<file path="config.mk">
export PLATFORM = sky130hd
export DESIGN_NAME = tti_ctrl
export DESIGN_NICKNAME = d
export VERILOG_FILES = /design/src/design/tti_pkg.sv /design/src/design/tti_ctrl.sv
export SDC_FILE = /design/constraint.sdc
export NUM_CORES = 1
export LEC_CHECK = 0
export BUFFER_PORTS_ARGS = -buffer_cell sky130_fd_sc_hd__buf_2
export CORE_UTILIZATION = 49
export CTS_BUF_LIST = sky130_fd_sc_hd__clkbuf_8
export DETAILED_ROUTE_END_ITERATION = 8
export PLACE_DENSITY = 0.94
export SYNTH_ARGS = -nofsm -noshare
export SYNTH_HDL_FRONTEND = slang
export SYNTH_SLANG_ARGS = --single-unit
</file>
<file path="constraint.sdc">
create_clock -name clock -period 3 [get_ports clock]
set_input_delay 0.15 -clock clock [delete_from_list [all_inputs] [get_ports clock]]
set_output_delay 0.15 -clock clock [all_outputs]
set_load 0.05 [all_outputs]
</file>
<file path="src/design/tti_pkg.sv">
// Shared types and constants for the timed trajectory interpolator.
package tti_pkg;

   localparam int ALPHA_BITS = 24;
   localparam int NUM_COMP   = 9;
   localparam logic signed [47:0] MAX48 = 48'sh7FFF_FFFF_FFFF;
   localparam logic signed [47:0] ONE_SECOND = 48'sd65536;

   typedef enum logic [1:0] {
      OP_LOAD  = 2'd0,
      OP_EVAL  = 2'd1,
      OP_CHECK = 2'd2
   } op_type;

   typedef enum logic [2:0] {
      STS_OK       = 3'd0,
      STS_MODE     = 3'd1,
      STS_FEW      = 3'd2,
      STS_STALE    = 3'd3,
      STS_INVALID  = 3'd4,
      STS_LOADED   = 3'd5
   } status_type;

   typedef enum logic [2:0] {
      CSR_SAMPLE_COUNT  = 3'd0,
      CSR_GUIDANCE_MODE = 3'd1,
      CSR_GENERATED_AT  = 3'd2,
      CSR_VALID_UNTIL   = 3'd3,
      CSR_INTENT_ID     = 3'd4
   } csr_index_type;

   typedef enum logic [3:0] {
      S_IDLE,
      S_DISP,
      S_LOAD,
      S_ECHK,
      S_ERD,
      S_ECMP,
      S_DIV,
      S_MUL,
      S_ADD,
      S_VCHK,
      S_VRD,
      S_VCMP,
      S_RSP
   } state_type;

   // one table entry: relative time and pos/vel/acc components 0..8
   typedef struct packed {
      logic signed [47:0] t;
      logic [NUM_COMP-1:0][31:0] vec;
   } entry_type;

   typedef struct packed {
      logic [1:0] op;
      logic [3:0] sidx;
      logic signed [47:0] t;
      logic [NUM_COMP-1:0][31:0] vec;
   } req_item_type;

   typedef struct packed {
      logic [2:0] status;
      logic signed [47:0] t;
      logic [NUM_COMP-1:0][31:0] vec;
   } rsp_item_type;

   typedef struct packed {
      logic       capture;
      logic       mem_wr;
      logic       rd;
      logic       idx_clr;
      logic       idx_inc;
      logic       prev_load;
      logic       div_start;
      logic       div_step;
      logic       mul;
      logic       add;
      logic       res_clear;
      status_type res_code;
      logic       res_sample;
      logic       res_time;
   } cmd_type;

   typedef struct packed {
      logic [1:0] op;
      logic mode_bad;
      logic brake;
      logic few;
      logic stale;
      logic pre_bad;
      logic n_zero;
      logic rel_le_t;
      logic idx_zero;
      logic idx_last;
      logic t0_bad;
      logic not_incr;
      logic cover_ok;
      logic div_done;
      logic comp_last;
   } stat_type;

endpackage

</file>
<file path="src/design/tti_ctrl.sv">
// Controller: sequences load, evaluate and validity check over the datapath.
module tti_ctrl (
   input  logic              clock,
   input  logic              reset,
   input  logic              req_fire,
   input  logic              rsp_ready,
   input  tti_pkg::stat_type stat,
   output tti_pkg::cmd_type  cmd,
   output logic              req_ready,
   output logic              rsp_valid
);

   tti_pkg::state_type state_ff, state_in;

   always_ff @(posedge clock) begin
      if (reset) begin
         state_ff <= tti_pkg::S_IDLE;
      end else begin
         state_ff <= state_in;
      end
   end

   always_comb begin
      state_in = state_ff;
      case (state_ff)
         tti_pkg::S_IDLE: if (req_fire) state_in = tti_pkg::S_DISP;
         tti_pkg::S_DISP: begin
            case (stat.op)
               tti_pkg::OP_LOAD:  state_in = tti_pkg::S_LOAD;
               tti_pkg::OP_EVAL:  state_in = tti_pkg::S_ECHK;
               tti_pkg::OP_CHECK: state_in = tti_pkg::S_VCHK;
               default:           state_in = tti_pkg::S_IDLE;
            endcase
         end
         tti_pkg::S_LOAD: state_in = tti_pkg::S_RSP;
         tti_pkg::S_ECHK: begin
            if (stat.mode_bad || stat.few || stat.stale) state_in = tti_pkg::S_RSP;
            else state_in = tti_pkg::S_ERD;
         end
         tti_pkg::S_ERD: state_in = tti_pkg::S_ECMP;
         tti_pkg::S_ECMP: begin
            if (stat.rel_le_t) begin
               state_in = stat.idx_zero ? tti_pkg::S_RSP : tti_pkg::S_DIV;
            end else if (stat.idx_last) begin
               state_in = tti_pkg::S_RSP;
            end else begin
               state_in = tti_pkg::S_ERD;
            end
         end
         tti_pkg::S_DIV: if (stat.div_done) state_in = tti_pkg::S_MUL;
         tti_pkg::S_MUL: state_in = tti_pkg::S_ADD;
         tti_pkg::S_ADD: state_in = stat.comp_last ? tti_pkg::S_RSP : tti_pkg::S_MUL;
         tti_pkg::S_VCHK: begin
            if (stat.pre_bad || stat.brake || stat.few) state_in = tti_pkg::S_RSP;
            else state_in = tti_pkg::S_VRD;
         end
         tti_pkg::S_VRD: state_in = tti_pkg::S_VCMP;
         tti_pkg::S_VCMP: begin
            if ((stat.idx_zero && stat.t0_bad) || stat.not_incr || stat.idx_last) begin
               state_in = tti_pkg::S_RSP;
            end else begin
               state_in = tti_pkg::S_VRD;
            end
         end
         tti_pkg::S_RSP: if (rsp_ready) state_in = tti_pkg::S_IDLE;
         default: state_in = tti_pkg::S_IDLE;
      endcase
   end

   always_comb begin
      cmd       = '0;
      cmd.res_code = tti_pkg::STS_OK;
      req_ready = 1'b0;
      rsp_valid = 1'b0;
      case (state_ff)
         tti_pkg::S_IDLE: begin
            req_ready   = 1'b1;
            cmd.capture = req_fire;
         end
         tti_pkg::S_LOAD: begin
            cmd.mem_wr    = 1'b1;
            cmd.res_clear = 1'b1;
            cmd.res_code  = tti_pkg::STS_LOADED;
         end
         tti_pkg::S_ECHK: begin
            cmd.idx_clr = 1'b1;
            if (stat.mode_bad) begin
               cmd.res_clear = 1'b1;
               cmd.res_code  = tti_pkg::STS_MODE;
            end else if (stat.few) begin
               cmd.res_clear = 1'b1;
               cmd.res_code  = tti_pkg::STS_FEW;
            end else if (stat.stale) begin
               cmd.res_clear = 1'b1;
               cmd.res_code  = tti_pkg::STS_STALE;
            end
         end
         tti_pkg::S_ERD, tti_pkg::S_VRD: cmd.rd = 1'b1;
         tti_pkg::S_ECMP: begin
            if (stat.rel_le_t) begin
               if (stat.idx_zero) cmd.res_sample = 1'b1;
               else cmd.div_start = 1'b1;
            end else begin
               cmd.prev_load = 1'b1;
               cmd.idx_inc   = 1'b1;
               // ran past the last sample: hold it
               cmd.res_sample = stat.idx_last;
            end
         end
         tti_pkg::S_DIV: cmd.div_step = 1'b1;
         tti_pkg::S_MUL: cmd.mul = 1'b1;
         tti_pkg::S_ADD: begin
            cmd.add      = 1'b1;
            cmd.res_time = stat.comp_last;
         end
         tti_pkg::S_VCHK: begin
            cmd.idx_clr = 1'b1;
            if (stat.pre_bad) begin
               cmd.res_clear = 1'b1;
               cmd.res_code  = tti_pkg::STS_INVALID;
            end else if (stat.brake) begin
               cmd.res_clear = 1'b1;
               cmd.res_code  = stat.n_zero ? tti_pkg::STS_OK : tti_pkg::STS_INVALID;
            end else if (stat.few) begin
               cmd.res_clear = 1'b1;
               cmd.res_code  = tti_pkg::STS_INVALID;
            end
         end
         tti_pkg::S_VCMP: begin
            cmd.prev_load = 1'b1;
            cmd.idx_inc   = 1'b1;
            if ((stat.idx_zero && stat.t0_bad) || stat.not_incr) begin
               cmd.res_clear = 1'b1;
               cmd.res_code  = tti_pkg::STS_INVALID;
            end else if (stat.idx_last) begin
               cmd.res_clear = 1'b1;
               cmd.res_code  = stat.cover_ok ? tti_pkg::STS_OK : tti_pkg::STS_INVALID;
            end
         end
         tti_pkg::S_RSP: rsp_valid = 1'b1;
         default: ;
      endcase
   end

endmodule

</file>
* Word level (Yosys, flattened, before mapping)
Cells that the tools add are included.
** Storage, ports and cells
- Bits in registers :: 4
- Bits of input ports :: 20
- Output and inout bits :: 18
- Word-level logic and storage cells :: 71
** Operators by class
- Equality and inequality tests :: 17
- Muxes and demuxes :: 41
- Reductions and logical operators :: 12
** Operators by type and width (count)
- $mux W4 :: 16
- $pmux W4 S13 :: 1
- $eq A4 B4 Y1 const B :: 5
- $eq A4 B3 Y1 const B :: 4
- $mux W1 :: 16
- $pmux W4 S4 :: 1
- $mux W3 :: 4
- $pmux W4 S3 :: 1
- $eq A4 B2 Y1 const B :: 2
- $logic_or A1 B1 Y1 :: 6
- $ne A2 B2 Y1 const B :: 3
- $eq A4 B1 Y1 const B :: 1
- $logic_not A4 Y1 :: 1
- $pmux W2 S2 :: 1
- $reduce_or A2 Y1 :: 2
- $reduce_and A3 Y1 :: 1
- $eq A2 B1 Y1 const B :: 1
- $eq A2 B2 Y1 const B :: 1
- $logic_not A2 Y1 :: 1
- $mux W2 :: 1
- $logic_and A1 B1 Y1 :: 1

* Depth between registers and ports, before layout
Gate-level depths: netlist (run 1).
- Word-level depth :: 5
- Depth in mapped cells :: 5
- Gate-level depth less buffers :: 5

* Worst setup path after synthesis (run 1)
No wires, ideal clock.
- Path type :: register to output
- Start point :: register state_ff[3]
- End point :: output port cmd[3] in the netlist's numbering
- Arrival :: 2.275 ns
- Data required time :: 2.850 ns
- Path slack :: 0.575 ns
- Stages on the path, launching flop included :: 4
- Buffers on the path :: 1
- Cell sequence :: dfxtp_1 > buf_2 > or2_1 > nor4_1
** RTL lines
- from (decl) :: line tti_ctrl.sv:13 : tti_pkg::state_type state_ff, state_in;
- from (signal assigned) :: line tti_ctrl.sv:17 : state_ff <= tti_pkg::S_IDLE;
- from (signal assigned) :: line tti_ctrl.sv:19 : state_ff <= state_in;
- to (decl) :: line tti_ctrl.sv:8 : output tti_pkg::cmd_type cmd,

==> results of run 1 <==
==> routing by layer <==
metal / track usage / share of wire / vias up
met2: 0.521 / 0.52 / 33
met1: 0.331 / 0.42 / 377
met3: 0.0578 / 0.051 / 2
met5: 0 / 0 / -
met4: 0.0345 / 0.011 / 0
li1: - / - / 415
==> cell type report <==
| type | count | area [µm²] | area share |
|---|---|---|---|
| inverters | 7 | 26.3 | 0.0297 |
| multi-input cells | 78 | 534 | 0.603 |
| clock buffers | 3 | 41.3 | 0.0466 |
| well taps | 15 | 18.8 | 0.0212 |
| flip-flops and latches | 4 | 80.1 | 0.0904 |
| repair buffers | 37 | 185 | 0.209 |
==> path summary, 6_finish.rpt <==
path | start | endpoint | slack (ns)
worst max-delay path | state_ff[1] | cmd[4] | 0.80
worst min-delay path | reset | state_ff[3] | 0.16
worst max register to register | state_ff[1] | state_ff[1] | 1.21
worst min register to register | state_ff[2] | state_ff[2] | 0.75
==> power groups by stage <==
stage          Sequential, mW  Clock [mW]  Combinational [mW]
2_1_floorplan          0.0926           0               0.556
3_3_place_gp            0.166           0               0.580
3_5_place_dp            0.168           0               0.592
4_1_cts                 0.169       0.112               0.594
5_1_grt                 0.184       0.120               0.634
6_report                0.172       0.109               0.595
==> per-stage QoR <==
stage                     hold slack [ns]  instance area (µm²)  worst slack [ns]
after floorplan                     0.219                  678             0.575
after global placement              0.367                  845              1.17
after detailed placement            0.376                  845              1.05
after CTS                           0.153                  886             0.816
after global routing                0.154                  886             0.683
final                               0.160                  886             0.802
==> critical path, cell delays in order (launching register included) <==
cell,delay [ns]
dfxtp_1,0.78
or3b_4,0.48
nor2_1,0.16
or3_1,0.16
buf_2,0.26
==> cells in the mapped netlist (all sizes together) <==
master,n,area [µm²]
o21ai,2,10.0
mux2i,1,10.0
a31oi,3,18.8
buf,7,37.5
and3,3,18.8
or3,2,17.5
a221oi,1,8.76
nand3,1,5.00
ha,3,37.5
dfxtp,4,80.1
o21a,1,7.51
nor3,4,20.0
o22a,1,8.76
nand2,4,15.0
nand3b,2,15.0
a211oi,1,7.51
nor2,10,37.5
a21o,1,7.51
nor3b,2,15.0
and2b,1,7.51
o221ai,1,8.76
o22ai,1,6.26
a21oi,9,48.8
o21ba,1,10.0
nand2b,6,37.5
or2,1,6.26
inv,7,26.3
o2111a,1,11.3
a2111oi,1,27.5
a31o,1,8.76
nor4b,1,8.76
nor4,1,6.26
o41a,1,11.3
nor2b,6,37.5
or3b,2,20.0
a2bb2oi,2,17.5
==> logic make-up after synthesis <==
family / after synthesis / share of synthesized area
compound gates: 28 / 0.323
fa+ha+maj: 3 / 0.0554
buf+inv: 14 / 0.0941
flops: 4 / 0.118
mux: 1 / 0.0148
simple gates: 46 / 0.395
==> results by group, run 1 <==
Layout
  – Util after Layout: 0.681
  – N_diodes: 0
  – Nets@finish: 154
  – Max reg flops: 4
  – Top flop regs: state_ff (4)
  – Share of cells above drive strength 1: 0.349
  – Most common cell after layout, fill and taps aside: buf_2
  – Layout area overhead: 30.6%
  – Top reg by flops: state_ff
  – Most frequent cells in the layout: buf_2 (37), nor2_1 (10), a21oi_1 (8)
  – Post-route insts no fill: 144
  – Filler cells: 126

Synth
  – Cells after Synth: 96
  – Syn nets: 119
  – Count of different cell masters after synthesis: 42
  – #FFs+latches synth: 4
  – Netlist Area Pre-Place: 678 µm²
  – Warning count from the yosys run: 0
  – Sequential-to-total area share from yosys stat: 0.118
  – Synthesized area per cell: 7.06 µm²

Outcome
  – Status: finished clean

Route
  – Drt first pass iters: 4
  – Final wirelength: 1.91 mm
  – Detail Route Antenna Nets: 0
  – Wire per inst: 13.3 µm
  – Drt initial violations: 18
  – Vias per cell: 5.74
  – Via count: 827
  – # DRC: 0

Pwr
  – VDD IR max: 0.000665 V
  – Sw Ratio: 0.585
  – Pwr per Cell Area: 989 mW/mm²
  – Clock Power Share: 0.124
  – Internal: 363 µW
  – Pwr Total: 876 µW
  – Share of power burned in registers: 0.197
  – Lkg Pwr: 0.452 nW
  – Combinational share of power: 0.679
  – Net switching power: 513 µW

GRT
  – Total global routing overflow: 0
  – Initial antenna violation count: 0
  – First-pass GRT wire length: 2.99 mm
  – Largest net degree at the start of global routing: 25
  – Vias in the first global route: 680
  – GRT Overall Usage: 0.280

Clock tree
  – CTS sink count: 4
  – H-tree depth: 1
  – CTS tree: done
  – Reg clk slew, reported paths: 0.03 ns
  – Clock Latency Late Sink: 0.21 ns
  – Hold-fix buffers, CTS: 0
  – CTS Buffer Depth: 2
  – Num CTS Buffers: 3
  – Clock root buffer: clkbuf_8
  – Post-CTS setup buffers: 0
  – Resize count post-CTS: 0

Setup path
  – CP Capture Type: output pin
  – Worst-case reg-to-reg path depth: 4
  – Crit path max fanout: 24
  – Critical path launch point type: flop
  – CP required: 2.85 ns
  – Crit path kind: reg -> out
  – Arr. time, crit path: 2.05 ns

STA
  – RSZ-0062 raised after global routing: no
  – Final setup violation count: 0
  – TNS Setup: 0 ns
  – Final min period: 2.20 ns
  – Final worst-path cycle share: 0.733
  – Slew @ Worst Pin: 0.730 ns
  – Final slew viol count: 0
  – Clk_skew: 0.00332 ns
  – Slew margin rel.: 0.513
  – Max Fclk: 0.455 GHz
  – Hold Fails Final Rpt: 0

Floorplan
  – Initial core utilization: 0.521
  – Die Wd: 39.2 µm
  – DIE HEIGHT: 39.2 µm
  – Core area: 0.00130 mm²
  – IO Count: 38
  – Total die area: 0.00154 mm²
  – FP Rows: 13

Place
  – DP HPWL: 1.53 mm
  – RePlAce Congestion: 0.869
  – Post-Place Cells: 141
  – I/O Buffers: 37

Flow run
  – MaxCap Viol Count: 0

Hold path
  – WHS Path Cells: 2
  – Worst hold path class: in -> reg
Note: power is estimated with default switching activity, not from simulation.
==> run 2: changes to the inputs <==
--- a/config.mk
+++ b/config.mk
@@ -6,10 +6,10 @@
 export NUM_CORES = 1
 export LEC_CHECK = 0
 export BUFFER_PORTS_ARGS = -buffer_cell sky130_fd_sc_hd__buf_2
-export CORE_UTILIZATION = 49
+export CORE_UTILIZATION = 41
 export CTS_BUF_LIST = sky130_fd_sc_hd__clkbuf_8
 export DETAILED_ROUTE_END_ITERATION = 8
-export PLACE_DENSITY = 0.94
+export PLACE_DENSITY = 0.85
 export SYNTH_ARGS = -nofsm -noshare
 export SYNTH_HDL_FRONTEND = slang
 export SYNTH_SLANG_ARGS = --single-unit
==> constraint.sdc (replaced) <==
create_clock -name clock -period 1.8 [get_ports clock]
set_input_delay 0.09 -clock clock [delete_from_list [all_inputs] [get_ports clock]]
set_output_delay 0.09 -clock clock [all_outputs]
set_load 0.05 [all_outputs]
==> run 2 against run 1 <==
Sequential power grew 42%. Clock power grew 71%. Combinational power grew 88%. Non-clock buffer count grew 5. Global-route usage shrank 4.5 points. Critical path type unchanged.
==> results by group, run 2 (synthesized netlist as in run 1, its figures left out) <==
Layout
  – Share of cells above drive strength 1: 0.440 (+0.0915)
  – Post-route insts no fill: 150 (+4.2%)
  – Nets@finish: 159 (+3.2%)
  – Top flop regs: state_ff (4)
  – Util after Layout: 0.626 (-0.0543)
  – Most frequent cells in the layout: buf_2 (37), nor2_1 (9), a21oi_1 (8)
  – Top reg by flops: state_ff
  – N_diodes: 0 (unchanged)
  – Design Area, Final: 955 µm² (+7.8%)
  – Most common cell after layout, fill and taps aside: buf_2
  – Max reg flops: 4 (unchanged)
  – Layout area overhead: 40.8%

Route
  – Detail Route Antenna Nets: 0 (unchanged)
  – Vias per cell: 5.69 (-0.87%)
  – Via count: 854 (+3.3%)
  – Drt first pass iters: 4 (unchanged)
  – Final wirelength: 1.95 mm (+1.8%)
  – Wire per inst: 13.0 µm (-2.3%)
  – Drt initial violations: 17 (-1)
  – # DRC: 0 (unchanged)

STA
  – Slew margin rel.: 0.666 (+0.153)
  – Slew @ Worst Pin: 0.498 ns (-0.232 ns)
  – TNS Setup: 0 ns (unchanged)
  – Hold slack: 0.0866 ns (-0.0736 ns)
  – PnR worst setup slack: 0.146 ns (-0.656 ns)
  – Final worst-path cycle share: 0.919
  – Final setup violation count: 0 (unchanged)
  – Final slew viol count: 0 (unchanged)
  – Final min period: 1.65 ns
  – Max Fclk: 0.604 GHz
  – RSZ-0062 raised after global routing: no
  – Hold Fails Final Rpt: 0 (unchanged)
  – Clk_skew: 0.000326 ns (-0.00299 ns)

Setup path
  – Worst-case reg-to-reg path depth: 4 (unchanged)
  – Arr. time, crit path: 1.56 ns (-0.49 ns)
  – CP Buf/Inv Count: 1 (unchanged)
  – Critical path, cell by cell: or3b_4, a21oi_2, a31o_1, buf_2
  – Critical path launch point type: flop
  – Crit path kind: reg -> out
  – Cell depth of the worst setup path: 4 (unchanged)
  – CP max-delay cell: or3b_4
  – CP peak stage delay: 0.44 ns (-0.34 ns)
  – CP required: 1.71 ns (-1.14 ns)
  – CP top delay family: simple AND/OR/NAND/NOR gates
  – CP Capture Type: output pin
  – Crit path max fanout: 13 (-46%)

Clock tree
  – H-tree depth: 1 (unchanged)
  – Num CTS Buffers: 3 (unchanged)
  – CTS Buffer Depth: 2 (unchanged)
  – CTS tree: done
  – Post-CTS setup buffers: 0 (unchanged)
  – Clock root buffer: clkbuf_8
  – Clock Latency Late Sink: 0.21 ns (about the same)
  – CTS sink count: 4 (unchanged)
  – Reg clk slew, reported paths: 0.03 ns (about the same)

Place
  – I/O Buffers: 37 (unchanged)
  – Pre-CTS worst setup slack: 0.252 ns (-0.794 ns)
  – Post-Place Cells: 147 (+4.3%)
  – RePlAce Congestion: 0.806 (-7.2%)
  – Cell area after placement: 910 µm² (+7.7%)
  – DP HPWL: 1.55 mm (+1.6%)

Floorplan
  – IO Count: 38 (unchanged)
  – FP Rows: 14 (+1)
  – Total die area: 0.00182 mm² (+18%)
  – Die Wd: 42.7 µm (+8.9%)
  – Initial core utilization: 0.445 (-0.0762)
  – Core area: 0.00152 mm² (+17%)
  – DIE HEIGHT: 42.7 µm (+8.9%)

Pwr
  – Lkg Pwr: 0.485 nW (+7.3%)
  – Pwr per Cell Area: 1630 mW/mm² (+65%)
  – VDD IR max: 0.00119 V (+79%)
  – Pwr Total: 1.55 mW (+77%)

GRT
  – First-pass GRT wire length: 3.35 mm (+12%)
  – Initial antenna violation count: 0 (unchanged)
  – Total global routing overflow: 0 (unchanged)
  – GRT Overall Usage: 0.235 (-0.0452)
  – Vias in the first global route: 764 (+12%)
  – Largest net degree at the start of global routing: 15 (-40%)

Hold path
  – WHS Path Cells: 2 (unchanged)
  – Worst hold path class: in -> reg

Flow run
  – MaxCap Viol Count: 0 (unchanged)

Outcome
  – Status: finished clean
## run 2: cell types whose count changed in the layout (fill, tap and decap cells not counted), sizes merged
cell	before	now
buf	37	42
## run 2: final cells by class
class	instances	area (µm²)
well taps	16	20.0
multi-input cells	78	561
fillers	150	569
clock buffers	3	41.3
repair buffers	42	223
inverters	7	26.3
flip-flops and latches	4	83.8
## run 2: worst paths after layout
kind / start / end / slack (ns)
setup / recovery: state_ff[2] / cmd[5] / 0.15
hold / removal: reset / state_ff[3] / 0.09
setup reg to reg: state_ff[2] / state_ff[3] / 0.42
hold reg to reg: state_ff[2] / state_ff[2] / 0.65
## run 2: power by group
group	total, mW	switching (mW)	internal [mW]
Clock	0.186	0.0441	0.142
Combinational	1.12	0.733	0.390
Sequential	0.245	0.110	0.134
## run 2: per-layer routing
layer,wire length [µm],track usage
met4,14,0.0563
met2,886,0.373
met3,126,0.0553
met5,0,0
met1,917,0.319
## run 2: worst register-to-register path: stages, from the launching register on
cell	delay, ns
dfxtp_2	0.37
or3b_4	0.44
a21oi_2	0.16
o21ba_1	0.17
a31oi_1	0.15
## run 2: repair_timing
item,CTS,global route
hold buffers,0,0
resized for setup,0,3
endpoints found under the setup margin,0,4
